[src/difc_ram.sv]
// Generic simple dual-port RAM with registered read.
module difc_ram #(
  parameter int WIDTH = 8,
  parameter int DEPTH = 256
) (
  input  logic                     clk,
  input  logic                     we,
  input  logic [$clog2(DEPTH)-1:0] waddr,
  input  logic [WIDTH-1:0]         wdata,
  input  logic [$clog2(DEPTH)-1:0] raddr,
  output logic [WIDTH-1:0]         rdata
);

  logic [WIDTH-1:0] mem [DEPTH];

  always_ff @(posedge clk) begin
    if (we) begin
      mem[waddr] <= wdata;
    end
    rdata <= mem[raddr];
  end

endmodule

[config.mk]
export PLATFORM = sky130hd
export DESIGN_NAME = difc_ram
export DESIGN_NICKNAME = d
export VERILOG_FILES = /design/src/difc_ram.sv
export SDC_FILE = /design/constraint.sdc
export NUM_CORES = 2
export LEC_CHECK = 0
export BUFFER_PORTS_ARGS = -buffer_cell sky130_fd_sc_hd__buf_4
export CAP_MARGIN = 5
export CORE_MARGIN = 3
export CORE_UTILIZATION = 55
export CTS_CLUSTER_SIZE = 12
export DETAILED_ROUTE_END_ITERATION = 8
export PLACE_DENSITY = 0.71
export SYNTH_ARGS = -nofsm -noshare
export SYNTH_HDL_FRONTEND = slang
export SYNTH_SLANG_ARGS = --single-unit
[constraint.sdc]
create_clock -name clk -period 2.4 [get_ports clk]
set_clock_uncertainty 0.15 [all_clocks]
set_input_delay 0 -clock clk [delete_from_list [all_inputs] [get_ports clk]]
set_output_delay 0 -clock clk [all_outputs]
set_load 0.02 [all_outputs]
==> summary.txt <==
Filler cells - 9,183
Final setup TNS - -0.0196 ns
RSZ-0062 raised after global routing - true
Syn Std Cell Area - 79,600 um2
Hold WC Path Type - input port to flop
Post-synthesis compound-gate area fraction - 0.0342
Die width - 386 um
Post-route ant nets - 0
Synth Area in Adders - 0
Leakage - 0.0301 uW
Part of the cycle the worst path needs - 1.01
Synth Area in XOR/XNOR - 0
Detailed placement HPWL - 127,000 um
Failing checks - negative setup slack
Largest net degree at the start of global routing - 92
Most frequent CP cell - mux4_2
CTS tree - done
Initial antenna violation count - 8
Drt wl/cell - 30.8 um
Clock sinks - 2,056
Register bit total from synthesis - 2,056
Layout cell share with drive strength beyond 1 - 0.320
Die height - 386 um
TritonRoute pass-1 iters - 6
Crit-path leading delay family - multiplexers
Vias in the first global route - 42,100
CP Cell Sequence - mux4_2 > mux4_2 > nor2b_1 > nor4_4 > buf_4 > nor4_1
Critical path required time - 2.92 ns
Placed cell count - 6,079
Post-synthesis mux area share - 0.146
Arr. time, crit path - 2.94 ns
DRT Wirelength - 198,000 um
Max Cap Viol - 0
Final WS setup - -0.0196 ns
Count of pins over their slew limit - 0
# DRC - 0
TritonCTS buffer count - 202
Post-synth EDFFs - 2,048
CP Capture Type - flop
Status - complete, but fails checks
Relative max-transition margin - 0.310
Vias - 41,600
# port buffers - 33
Minimum clock period after layout - 2.42 ns
Simple-Gate Fraction of Synth Area - 0.0263
Cell Rows - 138
Non-Filler Instances - 6,437
Layout area overhead - 17.3%
Critical Path Max Stage Delay - 0.56 ns
I/O pins - 34
Syn nets - 3,759
Worst skew pair latency - 0.81 ns
Final setup fails - 2
Worst vdd ir - 0.820 mV
Slew @ Worst Pin - 1.03 ns
Fraction of registers with async set/reset - 0
Most used DFF post-synth - edfxtp_1
Crit Path Category - flop to flop
Finished Cell Area - 93,300 um2
Initial DRC Count - 6,211
Gp weighted congestion - 0.872
P per Cell Area - 781 nW/um2
Clock Tree Buf Depth - 3
Largest family of logic cells by synthesized area - multiplexers
First-pass GRT wire length - 291,000 um
Fin. Hold Viols - 0
Critical Path Fanout Max - 2
Sequential area share after synthesis - 0.775
Via density per instance - 6.46
Synth Instances - 3,733
Post-synthesis cell type count - 55
Tot GR Track Use - 0.271
H-tree depth - 4
Root Driver - clkbuf_16
Die ar. - 149,000 um2
Synth Area per Inst - 21.3 um2
Achievable frequency - 413 MHz
Slowest-stage cell, CP - mux4_2
GRT overflow - 0
Nets - 4,451
Area post-placement - 86,700 um2
Placeable Area - 143,000 um2
CP startpoint kind - flop
WHS - 0.0878 ns
CP bufs+invs - 1
Yosys warns - 0
Reg clk slew, reported paths - 0.06 ns
Initial cell density of the core - 0.558
worst paths after layout:
path | end | depth (start not counted) | startpoint | slack [ns]
setup / recovery | rdata[7] | 6 | mem[83][7] | -0.02
hold / removal | mem[82][1] | 2 | wdata[1] | 0.09
setup reg to reg | rdata[7] | 6 | mem[83][7] | -0.02
hold reg to reg | rdata[3] | 7 | mem[41][3] | 0.93
placed cells by master (no fill, tap or decap), drive strengths merged, types with 6 or more instances in the layout:
master and count:
nand2b 8, nor2b 31, mux2i 134, nand4 10
a22o 8, and2 6, nand3 34, nor4 27
dfxtp 8, edfxtp 2048, clkbuf 275, a211oi 16
o211ai 10, a22oi 133, buf 683, o221ai 47
nor3 22, mux4 456, o22ai 28, a21oi 96
dlygate4sd3 34, inv 10, a221oi 14, clkinv 37
nand2 33, nor2 282, o21ai 12
area by class of cell:
cell class | instances | area (um2) | share of cell area
multi-input cells | 1442 | 16900 | 0.181
well taps | 1890 | 2360 | 0.0253
repair buffers | 721 | 6500 | 0.0697
flip-flops and latches | 2056 | 61700 | 0.661
clock buffers | 272 | 5410 | 0.0580
diodes | 4 | 10.0 | 0.000107
inverters | 2 | 7.51 | 0.0000805
clock inverters | 50 | 480 | 0.00515
routing by layer:
metal / wire, um / part of all wire / GRT usage
met5: 13 / 0.000066 / 0
met4: 6080 / 0.031 / 0.0817
met3: 20600 / 0.10 / 0.0517
met2: 96200 / 0.49 / 0.426
met1: 75100 / 0.38 / 0.392
synth_stat cells (all sizes together) (16+ instances only):
master  number  share of area
a211oi      16         0.0015
a21oi       96         0.0060
a22oi      133          0.013
buf        122          0.013
clkbuf     111         0.0052
edfxtp    2048           0.77
mux2i      134          0.017
mux4       456           0.13
nand2       33         0.0016
nand3       34         0.0021
nor2       282          0.013
nor2b       31         0.0024
nor3        22         0.0014
nor4        27         0.0024
o221ai      47         0.0053
o22ai       28         0.0022
power by group:
| group | switching [uW] | internal (uW) | total (uW) |
|---|---|---|---|
| Combinational | 2510 | 1730 | 4240 |
| Sequential | 83.5 | 39600 | 39700 |
| Clock | 12800 | 16200 | 29000 |
| Total | 15400 | 57500 | 72900 |
registers in the layout, summed over array words and instances (netlist names):
name,cells
rdata,8
mem,2048
stage by stage:
stage               setup slack [ns]   util  total power, uW
floorplan                      0.312      -            42300
global route                 -0.0473  0.654            74800
global placement              -0.928  0.608            44400
detailed placement            -0.912  0.608            44500
finish                       -0.0196  0.654            72900
CTS                          -0.0547  0.653            73200
repair_timing:
item | in CTS | in global routing
setup endpoints to repair | 7 | 68
hold endpoints to repair | 3446 | 0
hold buffers | 36 | 0
gates resized for setup | 32 | 39
buffers inserted | 0 | 0
pin swaps | 10 | 8
kinds of logic after synthesis:
family / count (synthesis)
flip-flops: 2056
multiplexers: 591
AND/OR/NAND/NOR: 466
AO/OA/AOI/OAI: 385
buffers and inverters: 235
(Power assumes the default switching activity.)
